$ cat src/rtl/core/itl_pkg.sv
// ----------------------------------------------------------------------------
// itl_pkg - shared types and constants of the interpolating table lookup
// Opcodes, status codes, item classes and the sequencer states of the back end.
// ----------------------------------------------------------------------------
`timescale 1ns / 1ps
`default_nettype none

package itl_pkg;

	localparam int DEF_TABLE_DEPTH   = 1024;
	localparam int DEF_SAMPLE_BITS   = 16;
	localparam int DEF_FRACTION_BITS = 16;

	// step index and step total are fixed 16-bit fields
	localparam int STEP_BITS = 16;

	localparam int CMD_QUEUE_DEPTH = 4;
	localparam int RES_QUEUE_DEPTH = 2;

	typedef enum logic [1:0] {
		OP_CLEAR  = 2'd0,
		OP_APPEND = 2'd1,
		OP_QPOS   = 2'd2,
		OP_QSTEP  = 2'd3
	} opcode_t;

	typedef enum logic [1:0] {
		ST_OK    = 2'd0,
		ST_FULL  = 2'd1,
		ST_EMPTY = 2'd2,
		ST_CLAMP = 2'd3
	} status_t;

	// what the back end has to do with a queued item
	typedef enum logic [1:0] {
		K_REPORT = 2'd0,
		K_APPEND = 2'd1,
		K_QPOS   = 2'd2,
		K_QSTEP  = 2'd3
	} item_kind_t;

	typedef struct packed {
		item_kind_t kind;
		status_t    status;
	} item_ctl_t;

	typedef enum logic [3:0] {
		BK_IDLE,
		BK_MUL,
		BK_DIV,
		BK_CLAMP,
		BK_RD1,
		BK_RD2,
		BK_CAP,
		BK_PROD,
		BK_DONE
	} back_state_t;

endpackage

`default_nettype wire

$ cat src/rtl/core/itl_front.sv
// ----------------------------------------------------------------------------
// itl_front - transaction intake and classification
// Keeps entry count and running min/max, tags each item for the back end.
// ----------------------------------------------------------------------------
`timescale 1ns / 1ps
`default_nettype none

module itl_front import itl_pkg::*; #(
	parameter int TABLE_DEPTH = DEF_TABLE_DEPTH,
	parameter int SAMPLE_BITS = DEF_SAMPLE_BITS,
	parameter int CNT_BITS    = $clog2(DEF_TABLE_DEPTH + 1)
) (
	input  wire logic                          clk,
	input  wire logic                          arst_n,
	input  wire logic                          accept,
	input  wire logic [1:0]                    opcode,
	input  wire logic signed [SAMPLE_BITS-1:0] sample_value,
	output item_ctl_t                          ctl,
	output logic      [CNT_BITS-1:0]           count_nx,
	output logic signed [SAMPLE_BITS-1:0]      low_nx,
	output logic signed [SAMPLE_BITS-1:0]      high_nx
);

	localparam logic signed [SAMPLE_BITS-1:0] SMAX = {1'b0, {(SAMPLE_BITS - 1){1'b1}}};
	localparam logic signed [SAMPLE_BITS-1:0] SMIN = {1'b1, {(SAMPLE_BITS - 1){1'b0}}};

	logic      [CNT_BITS-1:0]    count_q;
	logic signed [SAMPLE_BITS-1:0] low_q;
	logic signed [SAMPLE_BITS-1:0] high_q;

	// snapshot after the item; the back end reports exactly this
	always_comb begin
		ctl      = '{kind: K_REPORT, status: ST_OK};
		count_nx = count_q;
		low_nx   = low_q;
		high_nx  = high_q;
		unique case (opcode_t'(opcode))
			OP_CLEAR: begin
				count_nx = '0;
				low_nx   = SMAX;
				high_nx  = SMIN;
			end
			OP_APPEND: begin
				if (count_q == CNT_BITS'(TABLE_DEPTH)) begin
					ctl.status = ST_FULL;
				end else begin
					ctl.kind = K_APPEND;
					count_nx = count_q + 1'b1;
					if (sample_value < low_q) low_nx = sample_value;
					if (sample_value > high_q) high_nx = sample_value;
				end
			end
			OP_QPOS, OP_QSTEP: begin
				if (count_q == '0) begin
					ctl.status = ST_EMPTY;
				end else begin
					ctl.kind = (opcode_t'(opcode) == OP_QPOS) ? K_QPOS : K_QSTEP;
				end
			end
			default: ;
		endcase
	end

	always_ff @(posedge clk or negedge arst_n) begin
		if (!arst_n) begin
			count_q <= '0;
			low_q   <= SMAX;
			high_q  <= SMIN;
		end else if (accept) begin
			count_q <= count_nx;
			low_q   <= low_nx;
			high_q  <= high_nx;
		end
	end

endmodule

`default_nettype wire

$ cat config.mk
export PLATFORM = sky130hd
export DESIGN_NAME = itl_front
export DESIGN_NICKNAME = d
export VERILOG_FILES = /design/src/rtl/core/itl_pkg.sv /design/src/rtl/core/itl_front.sv
export SDC_FILE = /design/constraint.sdc
export NUM_CORES = 1
export LEC_CHECK = 0
export BUFFER_PORTS_ARGS = -buffer_cell sky130_fd_sc_hd__buf_2
export CELL_PAD_IN_SITES_DETAIL_PLACEMENT = 1
export CELL_PAD_IN_SITES_GLOBAL_PLACEMENT = 1
export CORE_UTILIZATION = 45
export DETAILED_ROUTE_END_ITERATION = 16
export PLACE_DENSITY_LB_ADDON = 0.15
export RECOVER_POWER = 100
export SLEW_MARGIN = 25
export SYNTH_ARGS = -nofsm -noshare
export SYNTH_HDL_FRONTEND = slang
export SYNTH_SLANG_ARGS = --single-unit
$ cat constraint.sdc
create_clock -name clk -period 7.48 [get_ports clk]
set_input_delay 0.748 -clock clk [delete_from_list [all_inputs] [get_ports clk]]
set_output_delay 0.748 -clock clk [all_outputs]
set_load 0.01 [all_outputs]
* Yosys cells after proc, flatten, opt, wreduce, memory -nomap -nowiden
Cells that the tools add are included.
** Storage, ports and cells
- Register bits after elaboration :: 43
- Bits in latches :: 0
- RAM bits :: 0
- ROM bits :: 0
- Output and inout port bits :: 47
- Word-level logic and storage cells :: 27
- Memories :: 0
** Operators by class
- Add/sub/neg operators :: 1
- Multiply operators :: 0
- Divide/modulo/power cells :: 0
- $lt $le $gt $ge :: 2
- Equality and inequality tests :: 4
- Shifts and indexed selects :: 0
- Muxes and demuxes :: 14
- Bitwise logic cells :: 0
- Reductions and logical operators :: 3
** Operators by type and width (number)
- $mux W16 :: 4
- $pmux W16 S2 :: 2
- $pmux W11 S2 :: 1
- $gt A16 B16 Y1 :: 1
- $lt A16 B16 Y1 :: 1
- $add A11 B1 Y11 const B :: 1
- $eq A11 B11 Y1 const B :: 1
- $logic_not A11 Y1 :: 1
- $mux W11 :: 1
- $pmux W4 S2 :: 1
- $eq A2 B2 Y1 const B :: 2
- $mux W2 :: 2
- $mux W1 :: 3
- $eq A2 B1 Y1 const B :: 1
- $logic_not A2 Y1 :: 1
- $reduce_or A2 Y1 :: 1

* Logic depth before layout (Yosys ltp)
Gate-level depths: netlist (run 1).
- Depth after elaboration :: 4
- Gate-level depth with buffers :: 10

* Worst setup path before layout (run 1)
Ideal clock, no wire load.
- Kind :: input-to-output
- From :: input port sample_value[15]
- To :: output port low_nx[0]
- Arrival time :: 2.852 ns
- Data required time :: 6.732 ns
- Setup slack :: 3.880 ns
- Cell stages on the path :: 9
- Path buffers :: 2
- Cell sequence :: ha_1 -> nand4_1 -> or3_4 -> o41ai_4 -> and2b_1 -> buf_6 -> o21ai_4 -> buf_6 -> a211o_1
** Between the ends
- Cells in the longest elaborated chain, start to end :: 4
** Ends and longest elaborated chain
- start: declaration :: line itl_front.sv:17 : input wire logic signed [SAMPLE_BITS-1:0] sample_value,
- $lt A16 B16 Y1 :: line itl_front.sv:49 : if (sample_value < low_q) low_nx = sample_value;
- $mux W16 :: line itl_front.sv:49
- $mux W16 :: line itl_front.sv:44 : if (count_q == CNT_BITS'(TABLE_DEPTH)) begin
- $pmux W16 S2 :: line itl_front.sv:37 : unique case (opcode_t'(opcode))
- end: declaration :: line itl_front.sv:20 : output logic signed [SAMPLE_BITS-1:0] low_nx,
Every way passes these cells.

* Worst setup path in the final report (run 1)
- From :: input port sample_value[15]
- To :: output port low_nx[7]
Same word-level chain as after synthesis.

==> results of run 1 <==
[cell families (layout without fill, tap and decap cells)]
group           count (synthesis)  in the layout  share of synthesized area (%)
mux                             8              8                           2.42
compound gates                136            136                           29.6
buf+inv                        81            129                           9.01
simple gates                  115            115                           15.9
flops                          43             43                           30.2
fa+ha+maj                      33             33                           11.4
xor+xnor                        6              6                           1.45
[layout make-up]
class | count | area share [%]
flip-flops and latches | 43 | 27.5
multi-input cells | 298 | 54.7
well taps | 102 | 3.20
inverters | 53 | 4.98
clock buffers | 8 | 2.54
repair buffers | 68 | 7.11
[flip-flops by register name, summed over array words and instances (netlist names)]
register	count
low_q	16
high_q	16
count_q	11
[report_power, final]
group	switching (uW)	internal [uW]
clock	89.0	86.8
combinational	497	302
sequential	67.6	344
total	654	733
[cell usage after synthesis (6+ instances only)]
| library cell | number | area [sq um] |
|---|---|---|
| o211ai_1 | 31 | 233 |
| nand3_1 | 7 | 35.0 |
| a21o_1 | 6 | 45.0 |
| o32a_1 | 17 | 170 |
| inv_1 | 53 | 199 |
| nand4_1 | 12 | 75.1 |
| dfstp_2 | 16 | 420 |
| o32ai_1 | 30 | 263 |
| a21oi_1 | 14 | 70.1 |
| ha_1 | 33 | 413 |
| o21ai_0 | 17 | 85.1 |
| nor2_1 | 16 | 60.1 |
| dfrtp_1 | 27 | 676 |
| clkbuf_1 | 22 | 82.6 |
| nand2_1 | 47 | 176 |
| mux2_2 | 6 | 67.6 |
[metal layers]
layer | vias up | GRT usage (%) | wire [um]
met5 | - | 0 | 0
met4 | 0 | 5.60 | 109
met3 | 13 | 3.90 | 525
met2 | 106 | 47.6 | 5430
met1 | 1818 | 38.2 | 5370
li1 | 1667 | - | -
[stage by stage]
stage               hold WS, ns  instance area, sq um  worst slack (ns)
detailed placement        0.506                  3980              3.10
global route              0.526                  3990              2.01
finish                    0.516                  3990              2.26
floorplan                 0.452                  3620              3.88
global placement          0.500                  3980              3.22
CTS                       0.461                  4080              3.06
[how the worst max path moves through the flow]
| stage | start | to | slack, ns |
|---|---|---|---|
| final | sample_value[15] | low_nx[7] | 2.26 |
| after global routing | sample_value[15] | low_nx[2] | 2.01 |
| after CTS | sample_value[15] | low_nx[0] | 3.06 |
| after detailed placement | sample_value[15] | low_nx[0] | 3.10 |
| after global placement | sample_value[15] | low_nx[0] | 3.22 |
| after floorplan | sample_value[15] | low_nx[0] | 3.88 |
[cell usage in the layout, fill, tap and decap left out, drive strengths merged, types with 3 or more instances in the layout]
cell type,n
clkbuf,55
inv,53
nand2,47
ha,33
o211ai,31
o32ai,30
dfrtp,27
buf,21
o21ai,18
o32a,17
nor2,16
dfstp,16
a21oi,15
nand4,12
nand3,7
a21o,6
mux2,6
and3,4
nand2b,4
nor2b,4
o21a,4
nor3,4
xor2,3
xnor2,3
or3,3
a31oi,3
[critical path, stage by stage]
cell	delay, ns
clkbuf_1	0.17
ha_1	0.41
nand4_1	0.12
or3_1	0.42
o41ai_1	1.05
or2b_1	0.31
a21oi_1	0.87
o211ai_1	0.19
clkbuf_1	0.18
==> impl_metrics.ini, run 1 <==
[clocking]
cts_sinks = 43
cts_tree = built
path_clk_slew_ns = 0.09
numCtsBuffers = 5
ctsHoldBuffers = 0
clock_latency_ns = 0.31
clk_path_buf_depth = 2
postCtsSetupRepairBufs = 0
clockRootBuffer = clkbuf_8
ctsResizeCount = 0
htree_num_levels = 2

[worst_setup_path]
critical_path_class = input port to output pin
critPathRequiredTime_ns = 6.73
critPathLaunchType = input port
rrSetupSlack_ns = 3.56
crit_arrival_ns = 4.47
crit_fanout = 14
rr_endpoint = low_q[13]$_DFFE_PN1P_
rr_worst_depth = 8
r2r_start = low_q[13]$_DFFE_PN1P_
end_kind = output pin

[timing]
clock_skew_ns = 0.0124
drv_slew = 101
setup-violations-final = 0
worst_pin_slew_ns = 2.50
hold_viol = 0
max_slew_margin_pct = -66.5
rsz0062_at_grt = false
min_period_ns = 5.22
finalCritPeriodShare_pct = 69.7
max_freq_ghz = 0.192
timing.setup.tns_ns = 0

[cells_and_area]
layout.nets = 523
syn_to_final_growth_pct = 10.1
fin_cells = 572
fillers = 987
multi_input_area_sq_um = 2180
final-seq-area_sq_um = 1100
diodes = 0
drive_above_1_share_pct = 11.7
utilization_pct = 51.4

[logic_synthesis]
ys_seq_elements = 43
synth_edf_count = 0
syn-cell-area_sq_um = 3620
ys_seq_area_share_pct = 30.2
yosysWarnings = 0
synth.avg_cell_area_sq_um = 8.59
ys.flop_type = dfrtp_1
synth_cells = 422
async_reset_ff_share_pct = 100
synth_nets = 476
synth.distinct_cells = 56

[worst_hold_path]
hold_path_depth = 1
whs_endpoint = low_q[2]$_DFFE_PN1P_
hold_path_startpoint = low_q[2]$_DFFE_PN1P_
hold_class = flop to flop

[placement]
gp_congestion = 0.816
hpwl_mm = 8.11
placed_cells = 564
port_buffers = 67

[drt]
first_pass_iters = 5
viasPerCell = 6.30
drt-total-wl_mm = 11.4
drtAntennaViolNets = 0
wire_per_inst_um = 20.0
drt_iter0_markers = 187
num_vias = 3604
drc = 0

[floorplan]
initial_core_util_pct = 46.7
io_pins = 68
die-area_sq_um = 8420
core_area_sq_um = 7770
die_h_um = 91.8
num_rows = 32
die_width_um = 91.8

[global_routing]
grt_max_degree = 44
grt_pass1_vias = 3682
grt_use_total_pct = 28.0
antenna_found_initial = 0
grt_pass1_wl_mm = 18.7
grt-ovfl-total = 0

[outcome]
violations = capacitance limit, slew limit
status = complete, but fails checks

[pwr]
p_leak_uw = 0.00169
ir_drop_mv = 0.149
p_per_area_nw_per_um2 = 347
p_total_uw = 1390

[run]
drv_cap = 3
Power figures use the tool's default switching activity.
==> run 2: changes to the inputs <==
ABC_AREA = 1   (was default)
CORE_UTILIZATION = 36   (was 45)
clock period = 4.64 ns   (was 7.48 ns; I/O delays follow)
==> run 2 against run 1 <==
Net effect:
- the flow still finishes with violations (capacitance limit, slew limit)
- sequential power grew 32%
- routed wire length down 0.93%
- setup slack lost 1.5 ns
- cell area up 1.5%
- global-route usage shrank 5.0 points
- die area up 24%
- clock skew is 0.0037 ns lower
- count of clock-buffer cells in the layout fell by 2
- cell count rose by 28%
- combinational power grew 2%
- register-to-register slack got worse by 2.1 ns
- largest cell class unchanged
==> impl_metrics.ini, run 2 <==
[logic_synthesis]
synth_top_area_share_pct = 21.0
ys_top_cells_by_area = nand2_1 (21%), dfrtp_1 (19%), dfstp_2 (12%)
synth_top_area_cell = nand2_1
async_reset_ff_share_pct = 100
yosysWarnings = 0
syn-cell-area_sq_um = 3620
ys_seq_elements = 43
synth_cells = 541
ys_seq_area_share_pct = 30.3
ys.flop_type = dfrtp_1
synth_nets = 595
post-synth-top-count-cell = nand2_1
synth.avg_cell_area_sq_um = 6.69
synth_edf_count = 0
synth.distinct_cells = 28
synthTopCellsByCount = nand2_1 (202), inv_1 (75), nand3_1 (48), ha_1 (33), dfrtp_1 (27)

[cells_and_area]
diodes = 0
layout_common_cells = nand2_1 (223), inv_1 (74), nand3_1 (48), clkbuf_1 (40), ha_1 (33)
syn_to_final_growth_pct = 12.0
fin_cells = 734
drive_above_1_share_pct = 12.1
fillers = 1362
reg.largest.list = high_q (16), low_q (16), count_q (11)
layout_commonest_cell = nand2_1
layout.nets = 654

[worst_setup_path]
cpPeakStageDelay_ns = 0.85
crit_arrival_ns = 3.46
crit_chain = clkbuf_1 -> clkinv_1 -> nand2_1 -> inv_1 -> nand3_2 -> inv_1 -> nand2_1 -> nand3_1 -> clkbuf_1
end_kind = output pin
rrSetupSlack_ns = 1.44
crit_fanout = 22
slowest_stage = clkbuf_1
critPathRequiredTime_ns = 4.18
rr_endpoint = high_q[14]$_DFFE_PN0P_
r2r_start = high_q[15]$_DFFE_PN1P_
rr_worst_depth = 16
worst-path-buf-inv = 5
critPathLaunchType = input port
critical_path_class = input port to output pin
path_delay_family = buffers and inverters

[global_routing]
grt_pass1_wl_mm = 18.3
grt_max_degree = 55
grt_use_total_pct = 23.0
grt_pass1_vias = 3733
antenna_found_initial = 0
grt-ovfl-total = 0

[worst_hold_path]
whs_endpoint = low_q[13]$_DFFE_PN1P_
hold_path_depth = 2
hold_path_startpoint = low_q[13]$_DFFE_PN1P_
hold_class = flop to flop

[pwr]
p_leak_uw = 0.00218
p_per_area_nw_per_um2 = 410
ir_drop_mv = 0.137

[timing]
setup-violations-final = 0
finalCritPeriodShare_pct = 84.5
max_slew_margin_pct = -69.7
min_period_ns = 3.92
worst_pin_slew_ns = 2.55
timing.setup.tns_ns = 0
clock_skew_ns = 0.00875
max_freq_ghz = 0.255
hold_viol = 0
drv_slew = 44
rsz0062_at_grt = false

[clocking]
clock_latency_ns = 0.31
cts_sinks = 43
clockRootBuffer = clkbuf_8
clk_path_buf_depth = 2
postCtsSetupRepairBufs = 0
path_clk_slew_ns = 0.09
ctsHoldBuffers = 0
htree_num_levels = 2
ctsResizeCount = 0
cts_tree = built
numCtsBuffers = 5

[outcome]
violations = capacitance limit, slew limit
status = complete, but fails checks

[drt]
viasPerCell = 4.94
drt_iter0_markers = 74
first_pass_iters = 4
wire_per_inst_um = 15.4
drtAntennaViolNets = 0
drt-total-wl_mm = 11.3
num_vias = 3626
drc = 0

[floorplan]
die-area_sq_um = 10500
num_rows = 36
initial_core_util_pct = 37.0
core_area_sq_um = 9770
die_h_um = 102
io_pins = 68
die_width_um = 102

[placement]
gp_congestion = 0.822
port_buffers = 67
hpwl_mm = 8.34
placed_cells = 726

[run]
drv_cap = 1
==> run 2: cell types whose count changed in the layout (fill, tap and decap cells not counted), sizes merged, moves of 10 or more <==
cell | previous run | this run
nand2 | 47 | 226
nand3 | 7 | 61
o211ai | 31 | 0
o32ai | 30 | 0
inv | 53 | 75
o32a | 17 | 0
buf | 21 | 32
clkbuf | 55 | 45
==> run 2: worst max path at each step <==
stage / start / to / slack [ns] / cells past startpoint
2_1_floorplan: high_q[15]$_DFFE_PN1P_ / high_nx[0] / 2.14 / 15
4_1_cts: low_q[5]$_DFFE_PN1P_ / low_nx[2] / 1.01 / 14
3_3_place_gp: sample_value[9] / low_nx[3] / 1.40 / 14
5_1_grt: high_q[15]$_DFFE_PN1P_ / high_nx[10] / 0.40 / 15
3_5_place_dp: sample_value[5] / low_nx[4] / 1.31 / 14
6_report: opcode[1] / low_nx[3] / 0.72 / 9
==> run 2: per-layer routing <==
metal | share of wire (%) | global-route usage (%)
met1 | 47 | 29.8
met2 | 49 | 40.3
met3 | 3.2 | 3.15
met4 | 0.84 | 5.60
met5 | 0 | 0
==> run 2: metrics by stage <==
| step | setup WS (ns) | cell area [sq um] | util, % | hold WS (ns) | total power (uW) |
|---|---|---|---|---|---|
| detailed placement | 1.31 | 4050 | 41.5 | 0.471 | 1420 |
| global route | 0.398 | 4050 | 41.5 | 0.501 | 1820 |
| global placement | 1.40 | 4050 | 41.5 | 0.466 | 1390 |
| floorplan | 2.14 | 3620 | - | 0.168 | 1150 |
| finish | 0.720 | 4050 | 41.5 | 0.481 | 1660 |
| CTS | 1.01 | 4160 | 42.6 | 0.260 | 1740 |
==> run 2: report_power, final <==
part | internal, uW | leakage, uW | switching [uW] | total, uW
sequential | 476 | 0.000531 | 68.3 | 544
combinational | 265 | 0.00159 | 547 | 811
clock | 161 | 0.0000514 | 146 | 307
==> run 2: worst min-delay path, delay by kind of cell, from the launching register on <==
family           cells  cell delay (ns)
DFF                  1             0.39
and+or+nand+nor      2             0.11
==> run 2: cells by family after synthesis <==
family | Yosys count | share of synthesized area, %
AOI/OAI and AO/OA | 48 | 7.13
xor gates and xnor gates | 3 | 0.727
adders and majority gates | 33 | 11.4
buffers and inverters | 95 | 10.5
DFF | 43 | 30.3
and+or+nand+nor | 319 | 39.9
==> run 2: area by class of cell <==
cell class                      count  area [sq um]  share of cell area, %
Multi-Input combinational cell    403          2080                   51.4
Sequential cell                    43          1100                   27.0
Timing Repair Buffer               71           312                   7.69
Inverter                           76           285                   7.04
Tap cell                          133           166                   4.11
Clock buffer                        6          72.6                   1.79
Clock inverter                      2          37.5                  0.926
