File: config.mk
export PLATFORM = sky130hd
export DESIGN_NAME = itl_queue
export DESIGN_NICKNAME = d
export VERILOG_FILES = /design/src/rtl/core/itl_queue.sv
export SDC_FILE = /design/constraint.sdc
export NUM_CORES = 1
export LEC_CHECK = 0
export BUFFER_PORTS_ARGS = -buffer_cell sky130_fd_sc_hd__buf_4
export CAP_MARGIN = 10
export CORE_MARGIN = 5
export CORE_UTILIZATION = 50
export CTS_BUF_LIST = sky130_fd_sc_hd__clkbuf_4 sky130_fd_sc_hd__clkbuf_8
export CTS_CLUSTER_DIAMETER = 200
export DETAILED_ROUTE_END_ITERATION = 10
export PLACE_DENSITY_LB_ADDON = 0.25
export SLEW_MARGIN = 20
export SYNTH_ARGS = -nofsm -noshare
export SYNTH_HDL_FRONTEND = slang
export SYNTH_SLANG_ARGS = --single-unit
File: constraint.sdc
create_clock -name clk -period 2.5 [get_ports clk]
set_clock_uncertainty 0.1 [all_clocks]
set_input_delay 0.25 -clock clk [delete_from_list [all_inputs] [get_ports clk]]
set_output_delay 0.25 -clock clk [all_outputs]
set_load 0.02 [all_outputs]
File: src/rtl/core/itl_queue.sv
// ----------------------------------------------------------------------------
// itl_queue - small register FIFO
// Used between front and back end and as the result queue.
// ----------------------------------------------------------------------------
`timescale 1ns / 1ps
`default_nettype none

module itl_queue #(
	parameter int WIDTH = 8,
	parameter int DEPTH = 4
) (
	input  wire logic             clk,
	input  wire logic             arst_n,
	input  wire logic             wr_en,
	input  wire logic [WIDTH-1:0] wr_data,
	output logic                  full,
	input  wire logic             rd_en,
	output logic      [WIDTH-1:0] rd_data,
	output logic                  empty
);

	localparam int PW = $clog2(DEPTH);
	localparam int CW = $clog2(DEPTH + 1);

	logic [WIDTH-1:0] mem_q [DEPTH];
	logic [PW-1:0]    wr_ptr_q;
	logic [PW-1:0]    rd_ptr_q;
	logic [CW-1:0]    cnt_q;
	logic             do_wr;
	logic             do_rd;

	assign full    = (cnt_q == CW'(DEPTH));
	assign empty   = (cnt_q == '0);
	assign do_wr   = wr_en && !full;
	assign do_rd   = rd_en && !empty;
	assign rd_data = mem_q[rd_ptr_q];

	always_ff @(posedge clk) begin
		if (do_wr) begin
			mem_q[wr_ptr_q] <= wr_data;
		end
	end

	always_ff @(posedge clk or negedge arst_n) begin
		if (!arst_n) begin
			wr_ptr_q <= '0;
			rd_ptr_q <= '0;
			cnt_q    <= '0;
		end else begin
			if (do_wr) begin
				wr_ptr_q <= (wr_ptr_q == PW'(DEPTH - 1)) ? '0 : wr_ptr_q + 1'b1;
			end
			if (do_rd) begin
				rd_ptr_q <= (rd_ptr_q == PW'(DEPTH - 1)) ? '0 : rd_ptr_q + 1'b1;
			end
			if (do_wr && !do_rd) begin
				cnt_q <= cnt_q + 1'b1;
			end else if (do_rd && !do_wr) begin
				cnt_q <= cnt_q - 1'b1;
			end
		end
	end

endmodule

`default_nettype wire

======== Word-level counts from Yosys, hierarchy flattened ========
Memory sizes are Yosys's and may differ from the RTL's.
Cells that the tools add are included.
Widths: inputs -> output; s select.
storage, ports and cells
  register bits ........................... 7
  RAM bits ................................ 32
  input bits .............................. 12
  output and inout port bits .............. 10
  logic and storage cells ................. 27
  memories ................................ 1
cells by class
  $add $sub $neg .......................... 4
  eq/ne operators ......................... 3
  muxes and demuxes ....................... 6
  reduce and logical (&&, ||, !) cells .... 10
memories
  name   words  width  read ports  clocked after Yosys merged registers in  wr ports  RTL line  source
  mem_q  4      8      1           0                                        1         25        logic [WIDTH-1:0] mem_q [DEPTH];
operator list
  operator             number
  $mux 3               2
  $add 2x1->2 const B  2
  $eq 2x2->1 const B   2
  $logic_and 1x1->1    4
  $logic_not 1->1      4
  $mux 2               2
  $add 3x1->3 const B  1
  $eq 3x3->1 const B   1
  $logic_not 3->1      1
  $sub 3x1->3 const B  1
  $mux 1               2
  $reduce_bool 2->1    1

======== Logic depth before layout (Yosys ltp) ========
Gate-level depths: netlist of the first run.
  depth after elaboration ................. 7
  mapped depth ............................ 9
  depth with buffers taken out ............ 8

======== Worst setup path before layout of the first run ========
OpenSTA, ideal clock, no wires.
  path kind ............................... reg-to-reg
  from .................................... register cnt_q[0]
  to ...................................... register cnt_q[2]
  arrival time ............................ 2.234 ns
  data required time ...................... 2.321 ns
  slack ................................... 0.087 ns
  stages on the path, launching flop included .. 9
  path buffers ............................ 0
  period minus slack after synthesis ...... 2.413 ns
  path through ............................ dfrtp_1 > nor3_1 > nand2b_4 > ha_1 > inv_1 > fa_1 > xor2_1 > nor2_1 > xor2_1
between the ends
  cells in the longest elaborated chain, start to end .. 6
  elaborated cells between the ends (all ways) .. 15
ends and longest elaborated chain
  what                                         RTL line  source
  start, declared                              28        logic [CW-1:0] cnt_q;
  start signal, assigned                       57        cnt_q <= cnt_q + 1'b1;
  start signal, assigned                       59        cnt_q <= cnt_q - 1'b1;
  $logic_not 3->1 (*)                          33        assign empty = (cnt_q == '0);
  via empty                                    19        output logic empty
  $logic_not 1->1 (*)                          35        assign do_rd = rd_en && !empty;
  $logic_and 1x1->1 (*)                        35
  $logic_not 1->1                              56        if (do_wr && !do_rd) begin
  $logic_and 1x1->1                            56
  $mux 3 or $reduce_bool 2->1 (tied branches)  -
The timed path passes the listed nets; every way through them passes the cells marked *. The select of a mux whose other input is x is not followed.
A chain may end at the register's enable or synchronous reset.

======== Worst setup path in the final report of the first run ========
  from .................................... register rd_ptr_q[0]
  to ...................................... output port rd_data[0]
between the ends
  cells in the longest elaborated chain, start to end .. 1
ends and longest elaborated chain
  what                    RTL line  source
  start, declared         27        logic [PW-1:0] rd_ptr_q;
  start signal, assigned  54        rd_ptr_q <= (rd_ptr_q == PW'(DEPTH - 1)) ? '0 : rd_ptr_q + 1'b1;
  $mem_v2 4x8             -
  end, declared           18        output logic [WIDTH-1:0] rd_data,
Every way passes these cells.

==> run summary, run 1 <==
status = complete, no violations
final hold slack = 0.166 ns
DRC errors left = 0
clk_lat worst skew = 0.33 ns
Worst Path Required = 2.15 ns
fin nets = 133
vias per cell = 4.89
Max-Slew Margin vs Limit = 0.593
Period minus WS final = 2.20 ns
Die H = 66.9 µm
largest net degree at the start of global routing = 13
cell taking the most area after synthesis = edfxtp_1
initial antenna violation count = 0
Power Total = 0.00221 W
Max-Cap Viols = 0
Seq/Total Area, Yosys = 0.701
kind of critical path = flip-flop to primary output
DIE AREA = 4480 µm²
post-synthesis register bit count = 39
area grow syn2layout = 21.9%
detailed-route wire length per cell = 16.8 µm
clock root buffer = clkbuf_4
initial DRC count = 53
Avg Cell Area, Syn = 20.5 µm²
Worst setup SP type = flip-flop
number of buffers created by CTS = 5
synthesized area = 1620 µm²
most common cell after layout, fill and taps aside = edfxtp_1
Max Fclk = 455 MHz
Worst-path clk slew = 0.11 ns
wirelength, routed = 2670 µm
core footprint = 3080 µm²
setup TNS = 0 ns
setup bufs post-CTS = 0
Net Count, Synth = 98
most frequent cells in the layout = edfxtp_1, buf_4, dlygate4sd3_1
RSZ-0062 raised after global routing = false
Pwr Density = 1120 nW/µm²
final instance area = 1970 µm²
HPWL Detailed = 1770 µm
YS warnings = 0
final worst-path setup slack = 0.301 ns
CTS tree = done
Final ANT Viol Nets = 0
Arr. time, crit path = 1.85 ns
CP Max Fanout = 11
Post-DP Area = 1820 µm²
port bufs = 21
Synth cell types = 19
Starting Density = 0.526
# H-tree levels = 2
CTS max path bufs = 2
first-pass GRT wire length = 4310 µm
antenna cells = 0
number of global-route vias before repair = 859
clock sink count = 39
Post-Place Worst Slack = 0.387 ns
layout cells sized above 1 = 0.435
Yosys top cell area share = 0.593
worst hold path class = input port to asynchronous set/reset pin
leakage = 0.752 nW
via count = 777
worst slew pin tran = 0.611 ns
Hold Vio Cnt, Final = 0
Worst setup EP type = primary output
GR Overflow Total = 0
row count = 20
number of setup violations in the final report = 0
DRT Pass-1 Iters = 2
largest cells by area after synthesis = edfxtp_1, mux4_2, dfrtp_1
count of pins over their slew limit = 0
routability cong. = 0.657
DIE WIDTH = 66.9 µm
Cells after Synth = 79
final critical-path share of the clock period = 0.880
Tot GR Track Use = 0.142
Max IR drop VDD = 0.627 mV
io pins = 22
==> metrics by stage <==
stage / util / std cells
floorplan: - / 79
global placement: 0.591 / 142
detailed placement: 0.591 / 142
CTS: 0.641 / 159
global route: 0.641 / 159
finish: 0.641 / 159
==> critical path, stage by stage, from the launching register on <==
cell and delay (ns):
dfrtp_1 0.75, mux4_2 0.59, buf_4 0.17
==> repair_timing <==
action                                  CTS  global route
endpoints found under the setup margin    0             0
gates resized for setup                   0             0
hold buffers                              9             0
hold endpoints to repair                 39             0
==> cell families after synthesis <==
logic type	count (synthesis)	share of synthesized area
flops	39	0.701
mux	13	0.151
simple gates	11	0.0541
fa+ha+maj	7	0.0587
buf+inv	6	0.0193
xor+xnor	3	0.0162
==> power by group <==
group | switching, W | total (W) | internal [W]
registers | 0.000162 | 0.00104 | 0.000878
logic | 0.000377 | 0.000830 | 0.000453
clock network | 0.000194 | 0.000342 | 0.000147
==> synth_stat cells <==
| library cell | count |
|---|---|
| mux2_2 | 3 |
| nor2b_2 | 1 |
| nand2b_4 | 1 |
| nor3b_4 | 1 |
| xor2_1 | 2 |
| buf_6 | 1 |
| edfxtp_1 | 32 |
| and2_2 | 4 |
| buf_2 | 1 |
| mux4_2 | 8 |
| inv_1 | 3 |
| xnor2_1 | 1 |
| mux2_4 | 2 |
| nor3_1 | 1 |
| dfrtp_1 | 7 |
| fa_1 | 1 |
| buf_1 | 1 |
| nor2_1 | 3 |
| ha_1 | 6 |
==> path summary, 6_finish.rpt <==
| path | startpoint | endpoint | slack (ns) | cells past startpoint |
|---|---|---|---|---|
| max | rd_ptr_q[0]$_DFFE_PN0P_ | rd_data[0] | 0.30 | 2 |
| min | arst_n | cnt_q[2]$_DFFE_PN0P_ | 0.17 | 2 |
| min reg2reg | cnt_q[2]$_DFFE_PN0P_ | cnt_q[2]$_DFFE_PN0P_ | 0.42 | 1 |
| min in group clk | rd_en | rd_ptr_q[0]$_DFFE_PN0P_ | 0.17 | 3 |
| max reg2reg | cnt_q[0]$_DFFE_PN0P_ | cnt_q[2]$_DFFE_PN0P_ | 0.36 | 8 |
| max in group asynchronous | arst_n | wr_ptr_q[0]$_DFFE_PN0P_ | 2.01 | 2 |
==> per-layer routing <==
metal / global-route usage / wire (µm) / vias to the layer above / share of wire
met2: 0.233 / 1370 / 16 / 0.51
met4: 0.0608 / 42 / 0 / 0.016
met5: 0 / 0 / - / 0
li1: - / - / 369 / -
met1: 0.165 / 1140 / 385 / 0.43
met3: 0.0540 / 118 / 7 / 0.044
==> sequential cells by signal, summed over array words and instances (netlist names) <==
register / flops
mem_q: 32
cnt_q: 3
rd_ptr_q: 2
wr_ptr_q: 2
==> cell type report <==
cell class                 instances  area (µm²)
sequential                        39        1140
fill                             230        1100
multi-input combinational         34         453
timing repair buffer              31         255
clock buffer                       7        58.8
tap                               44        55.1
inverter                           3        11.3
clock inverter                     1        5.00
Note: power is estimated with default switching activity, not from simulation.
==> run 2, diff against run 1 <==
CORE_UTILIZATION = 58   (was 50)
CTS_CLUSTER_DIAMETER = 120   (was 200)
GPL_TIMING_DRIVEN = 0   (was default)
==> run 2 against run 1 <==
Compared with the run above:
- wire length decreased by 3.0%
- die area decreased by 12%
- final area increased by 1.4%
- total power increased by 8.1%
- maximum frequency increased by 2.1%
- hold slack got worse by 0.14 ns
- worst setup slack improved by 0.046 ns
- cell count decreased by 7.5%
- combinational power increased by 9.5%
- non-clock buffer count increased by 1
- critical endpoint is now cnt_q[2]$_DFFE_PN0P_
==> run summary, run 2 (synthesized netlist as in run 1, its figures left out) <==
max FFs per register = 32 (unchanged)
row count = 19 (-5.0%)
Final ANT Viol Nets = 0 (unchanged)
Sw Share = 0.303 (-0.0288)
DIE AREA = 3950 µm² (-12%)
Filler Cell Count = 170 (-26%)
Worst setup SP type = flip-flop
logic gate share of total power = 0.380 (+0.005)
Arr. time, crit path = 2.31 ns (+0.46 ns)
CTS max path bufs = 2 (unchanged)
layout cells sized above 1 = 0.440 (+0.00487)
Hold Vio Cnt, Final = 0 (unchanged)
status = complete, no violations
count of pins over their slew limit = 0 (unchanged)
area grow syn2layout = 23.6%
CTS tree = done
HPWL Detailed = 1770 µm (about the same)
Reg power frac = 0.406 (-0.064)
cts repair resizes = 0 (unchanged)
kind of critical path = flip-flop to flip-flop
Switch Pwr = 0.000725 W (-1.3%)
Max-Cap Viols = 0 (unchanged)
vias per cell = 5.39 (+10%)
CP Max Fanout = 4 (-7)
antenna cells = 0 (unchanged)
number of global-route vias before repair = 905 (+5.4%)
worst-path cell chain = nor3_1 > nand2b_4 > ha_1 > inv_1 > fa_1 > xor2_1 > nor2_1 > xor2_1
Worst Path Required = 2.66 ns (+0.51 ns)
Die H = 62.9 µm (-6.1%)
io pins = 22 (unchanged)
worst slew pin tran = 0.533 ns (-0.0776 ns)
number of setup violations in the final report = 0 (unchanged)
Worst setup EP type = flip-flop
port bufs = 21 (unchanged)
clock root buffer = clkbuf_4
routability cong. = 0.702 (+6.9%)
Tot GR Track Use = 0.148 (+0.00592)
via count = 793 (+2.1%)
most frequent cells in the layout = edfxtp_1, buf_4, mux4_2, dlygate4sd3_1, dfrtp_1
most common cell after layout, fill and taps aside = edfxtp_1
worst hold path class = input port to flip-flop
Slowest cell on crit path = dfrtp_1
first-pass GRT wire length = 4360 µm (+1.1%)
Max IR drop VDD = 0.996 mV (+59%)
DRC errors left = 0 (unchanged)
setup bufs post-CTS = 0 (unchanged)
setup TNS = 0 ns (unchanged)
initial antenna violation count = 0 (unchanged)
Worst-path clk slew = 0.10 ns (about the same)
final critical-path share of the clock period = 0.861 (-0.0184)
Max Fclk = 464 MHz (+2.1%)
final hold slack = 0.0219 ns (-0.144 ns)
Clock power frac = 0.214 (+0.060)
leakage = 0.771 nW (+2.6%)
core footprint = 2710 µm² (-12%)
GR Overflow Total = 0 (unchanged)
RSZ-0062 raised after global routing = false
largest net degree at the start of global routing = 13 (unchanged)
internal power = 0.00167 W (+13%)
placed cells = 131 (-7.7%)
DRT Pass-1 Iters = 4 (+2)
number of buffers created by CTS = 5 (unchanged)
# H-tree levels = 2 (unchanged)
clk_lat worst skew = 0.33 ns (about the same)
detailed-route wire length per cell = 17.6 µm (+4.9%)
wirelength, routed = 2590 µm (-3.0%)
Non-Filler Instances = 147 (-7.5%)
Period minus WS final = 2.15 ns (-0.0460 ns)
DIE WIDTH = 62.9 µm (-6.1%)
Power Total = 0.00239 W (+8.1%)
Biggest register = mem_q
Pwr Density = 1190 nW/µm² (+6.6%)
Max-Slew Margin vs Limit = 0.644 (+0.0517)
Starting Density = 0.598 (+0.0715)
fin nets = 134 (+0.75%)
max incr delay on CP = 0.46 ns (-0.29 ns)
initial DRC count = 23 (-57%)
clock sink count = 39 (unchanged)
Regs by FF count = mem_q x32, cnt_q x3
CP most frequent cell = xor2_1
-- run 2: cell types whose count changed in the layout (fill, tap and decap cells not counted), sizes merged --
cell | before | now
dlygate4sd3 | 9 | 8
clkinv | 1 | 0
buf | 22 | 24
bufinv | 0 | 2
clkbuf | 7 | 6
-- run 2: through the flow --
step	utilization	setup slack [ns]	area, µm²
6_report	0.739	0.347	2000
5_1_grt	0.739	0.177	2000
4_1_cts	0.731	0.320	1980
3_5_place_dp	0.670	0.358	1820
3_3_place_gp	0.670	0.444	1820
2_1_floorplan	-	0.0873	1620
-- run 2: what timing repair did --
action	in CTS	in global routing
hold endpoints to repair	27	4
hold buffers	6	2
endpoints found under the setup margin	0	0
-- run 2: layout make-up --
| cell class | count | area, µm² | share of cell area |
|---|---|---|---|
| well taps | 31 | 38.8 | 0.0194 |
| repair buffers | 29 | 238 | 0.119 |
| flip-flops and latches | 39 | 1140 | 0.568 |
| multi-input cells | 34 | 453 | 0.226 |
| inverters | 3 | 11.3 | 0.00563 |
| plain buffers | 3 | 20.0 | 0.0100 |
| clock buffers | 6 | 45.0 | 0.0225 |
| clock inverters | 2 | 60.1 | 0.0300 |
-- run 2: worst max-delay path, delay by kind of cell (launching register included) --
kind | cells | cell delay (ns)
flops | 1 | 0.46
fa+ha+maj | 2 | 0.56
xor+xnor | 2 | 0.31
simple gates | 3 | 0.58
buf+inv | 1 | 0.06
-- run 2: final timing paths --
| kind | startpoint | to | slack [ns] | cells past startpoint |
|---|---|---|---|---|
| max in group asynchronous | arst_n | wr_ptr_q[1]$_DFFE_PN0P_ | 2.03 | 2 |
| min in group asynchronous | arst_n | cnt_q[2]$_DFFE_PN0P_ | 0.16 | 2 |
| worst max-delay path | cnt_q[1]$_DFFE_PN0P_ | cnt_q[2]$_DFFE_PN0P_ | 0.35 | 8 |
| worst min-delay path | wr_data[6] | mem_q[1][6]$_DFFE_PP_ | 0.02 | 1 |
| worst max register to register | cnt_q[1]$_DFFE_PN0P_ | cnt_q[2]$_DFFE_PN0P_ | 0.35 | 8 |
| worst min register to register | cnt_q[2]$_DFFE_PN0P_ | cnt_q[2]$_DFFE_PN0P_ | 0.42 | 1 |
-- run 2: routing by layer --
| metal | track usage | vias to the layer above | wire length [µm] |
|---|---|---|---|
| met3 | 0.0486 | 7 | 141 |
| met1 | 0.164 | 391 | 999 |
| met5 | 0 | - | 0 |
| li1 | - | 374 | - |
| met2 | 0.253 | 21 | 1390 |
| met4 | 0.0716 | 0 | 56 |
-- run 2: power groups by stage --
stage	clock network [W]	logic (W)	registers [W]
2_1_floorplan	0	0.000641	0.000961
3_3_place_gp	0	0.000878	0.000970
3_5_place_dp	0	0.000912	0.000988
4_1_cts	0.000523	0.000925	0.000973
5_1_grt	0.000554	0.000991	0.000988
6_report	0.000512	0.000909	0.000970
==> run 3, diff against run 2 <==
CORE_UTILIZATION = 50   (was 58)
==> run 3 against run 2 <==
Compared with the run above:
- worst setup slack lost 0.014 ns
- final area is 1.1% lower
- die area rose by 13%
- first-iteration DRC count rose by 39%
- cell count up 9.5%
- non-clock buffer count is 1 higher
- core utilization shrank 9.5 points
- maximum frequency shrank 0.66%
- hold slack gained 0.12 ns
==> run summary, run 3 (synthesized netlist as in run 1, its figures left out) <==
status = complete, no violations
Multi-input gate area = 453 µm² (unchanged)
Top delay family on crit path = simple AND/OR/NAND/NOR gates
RR Endpoint = cnt_q[2]$_DFFE_PN0P_
core footprint = 3080 µm² (+14%)
Pwr Density = 1110 nW/µm² (-6.8%)
FF-to-FF setup slack = 0.33 ns (about the same)
cell depth of the worst setup path = 8 (unchanged)
CTS max path bufs = 2 (unchanged)
Hold Vio Cnt, Final = 0 (unchanged)
Filler Cell Count = 218 (+28%)
final critical-path share of the clock period = 0.867 (+0.00576)
initial DRC count = 32 (+39%)
Arr. time, crit path = 2.34 ns (+0.03 ns)
Die H = 66.9 µm (+6.5%)
routability cong. = 0.651 (-7.3%)
clock root buffer = clkbuf_4
register area = 1140 µm² (unchanged)
Final ANT Viol Nets = 0 (unchanged)
GR Overflow Total = 0 (unchanged)
io pins = 22 (unchanged)
DRT Pass-1 Iters = 4 (unchanged)
worst slew pin tran = 0.554 ns (+0.0207 ns)
R2R cell count = 8 (unchanged)
CP Max Fanout = 4 (unchanged)
Max-Slew Margin vs Limit = 0.631 (-0.0138)
Tot GR Track Use = 0.145 (-0.00281)
first-pass GRT wire length = 4460 µm (+2.2%)
worst hold path class = input port to asynchronous set/reset pin
Max Fclk = 461 MHz (-0.66%)
detailed-route wire length per cell = 16.6 µm (-6.1%)
RSZ-0062 raised after global routing = false
via count = 794 (+0.13%)
area grow syn2layout = 22.2%
number of setup violations in the final report = 0 (unchanged)
wirelength, routed = 2670 µm (+2.8%)
met1 usage = 0.175 (+0.0109)
post-layout util = 0.643 (-0.0952)
largest net degree at the start of global routing = 13 (unchanged)
max incr delay on CP = 0.48 ns (+0.02 ns)
row count = 20 (+1)
leakage = 0.751 nW (-2.6%)
HPWL Detailed = 1820 µm (+2.8%)
initial antenna violation count = 0 (unchanged)
Slowest cell on crit path = dfrtp_1
Biggest register = mem_q
Max IR drop VDD = 0.661 mV (-34%)
Worst setup SP type = flip-flop
DIE WIDTH = 66.9 µm (+6.5%)
GR met2 Demand/Resource = 0.229 (-0.0236)
count of pins over their slew limit = 0 (unchanged)
DIE AREA = 4480 µm² (+13%)
cts repair resizes = 0 (unchanged)
GR peak layer = met2
clk_lat worst skew = 0.34 ns (about the same)
Power Total = 0.00220 W (-7.8%)
port bufs = 21 (unchanged)
Regs by FF count = mem_q x32, cnt_q x3
kind of critical path = flip-flop to flip-flop
CTS tree = done
Worst setup endpoint = cnt_q[2]$_DFFE_PN0P_
buffers plus inverters on the worst setup path = 1 (unchanged)
CP most frequent cell = xor2_1
Max-Cap Viols = 0 (unchanged)
number of global-route vias before repair = 876 (-3.2%)
max FFs per register = 32 (unchanged)
worst-path cell chain = nor3_1 > nand2b_4 > ha_1 > inv_1 > fa_1 > xor2_1 > nor2_1 > xor2_1
clock sink count = 39 (unchanged)
Starting Density = 0.526 (-0.0715)
fin nets = 135 (+0.75%)
Worst setup startpoint = cnt_q[1]$_DFFE_PN0P_
Worst Path Required = 2.67 ns (about the same)
layout cells sized above 1 = 0.436 (-0.00376)
number of buffers created by CTS = 5 (unchanged)
Worst setup EP type = flip-flop
setup TNS = 0 ns (unchanged)
Worst-path clk slew = 0.11 ns (about the same)
most frequent cells in the layout = edfxtp_1, buf_4, dlygate4sd3_1
met3 Use GR = 0.0590 (+0.0105)
vias per cell = 4.93 (-8.6%)
DRC errors left = 0 (unchanged)
most common cell after layout, fill and taps aside = edfxtp_1
# H-tree levels = 2 (unchanged)
antenna cells = 0 (unchanged)
RR Startpoint = cnt_q[1]$_DFFE_PN0P_
Period minus WS final = 2.17 ns (+0.0144 ns)
[run 3: worst register-to-register path: cells and delay by family, from the launching register on]
| family | cells | cell delay (ns) |
|---|---|---|
| buffers and inverters | 1 | 0.06 |
| XOR/XNOR | 2 | 0.31 |
| flip-flops | 1 | 0.48 |
| AND/OR/NAND/NOR | 3 | 0.62 |
| adder cells (fa/ha/maj) | 2 | 0.54 |
[run 3: layer usage]
layer | part of all wire | vias up
li1 | - | 373
met1 | 0.43 | 399
met2 | 0.50 | 20
met3 | 0.058 | 2
met4 | 0.0064 | 0
met5 | 0 | -
[run 3: cell type report]
class	instances	area share
inverter	3	0.00569
multi-input combinational	34	0.229
timing repair buffer	30	0.125
tap	44	0.0278
clock buffer	6	0.0227
buffer	3	0.0101
sequential	39	0.574
clock inverter	2	0.00632
[run 3: power breakdown]
group          total, W  switching, W  internal [W]
registers      0.000973     0.0000933      0.000879
logic          0.000910      0.000445      0.000465
clock network  0.000321      0.000201      0.000119
total           0.00220      0.000740       0.00146
[run 3: how the worst min path moves through the flow]
| stage | from | to | slack, ns | depth (start not counted) |
|---|---|---|---|---|
| floorplan | arst_n | cnt_q[0]$_DFFE_PN0P_ | -0.15 | 0 |
| global placement | arst_n | wr_ptr_q[0]$_DFFE_PN0P_ | -0.03 | 1 |
| detailed placement | arst_n | wr_ptr_q[0]$_DFFE_PN0P_ | -0.03 | 1 |
| CTS | arst_n | wr_ptr_q[0]$_DFFE_PN0P_ | 0.13 | 2 |
| global route | arst_n | cnt_q[0]$_DFFE_PN0P_ | 0.15 | 2 |
| finish | arst_n | wr_ptr_q[0]$_DFFE_PN0P_ | 0.14 | 2 |
[run 3: through the flow]
stage / worst slack [ns] / area [µm²] / cells / hold WS [ns]
after floorplan: 0.0873 / 1620 / 79 / -0.146
after global placement: 0.430 / 1830 / 144 / -0.0326
after detailed placement: 0.370 / 1830 / 144 / -0.0299
after CTS: 0.340 / 1980 / 161 / 0.125
after global routing: 0.169 / 1980 / 161 / 0.152
final: 0.333 / 1980 / 161 / 0.143
[run 3: repair_timing]
action,CTS,global route
hold endpoints to repair,39,0
hold buffers,9,0
buffers inserted,0,0
setup endpoints to repair,0,0
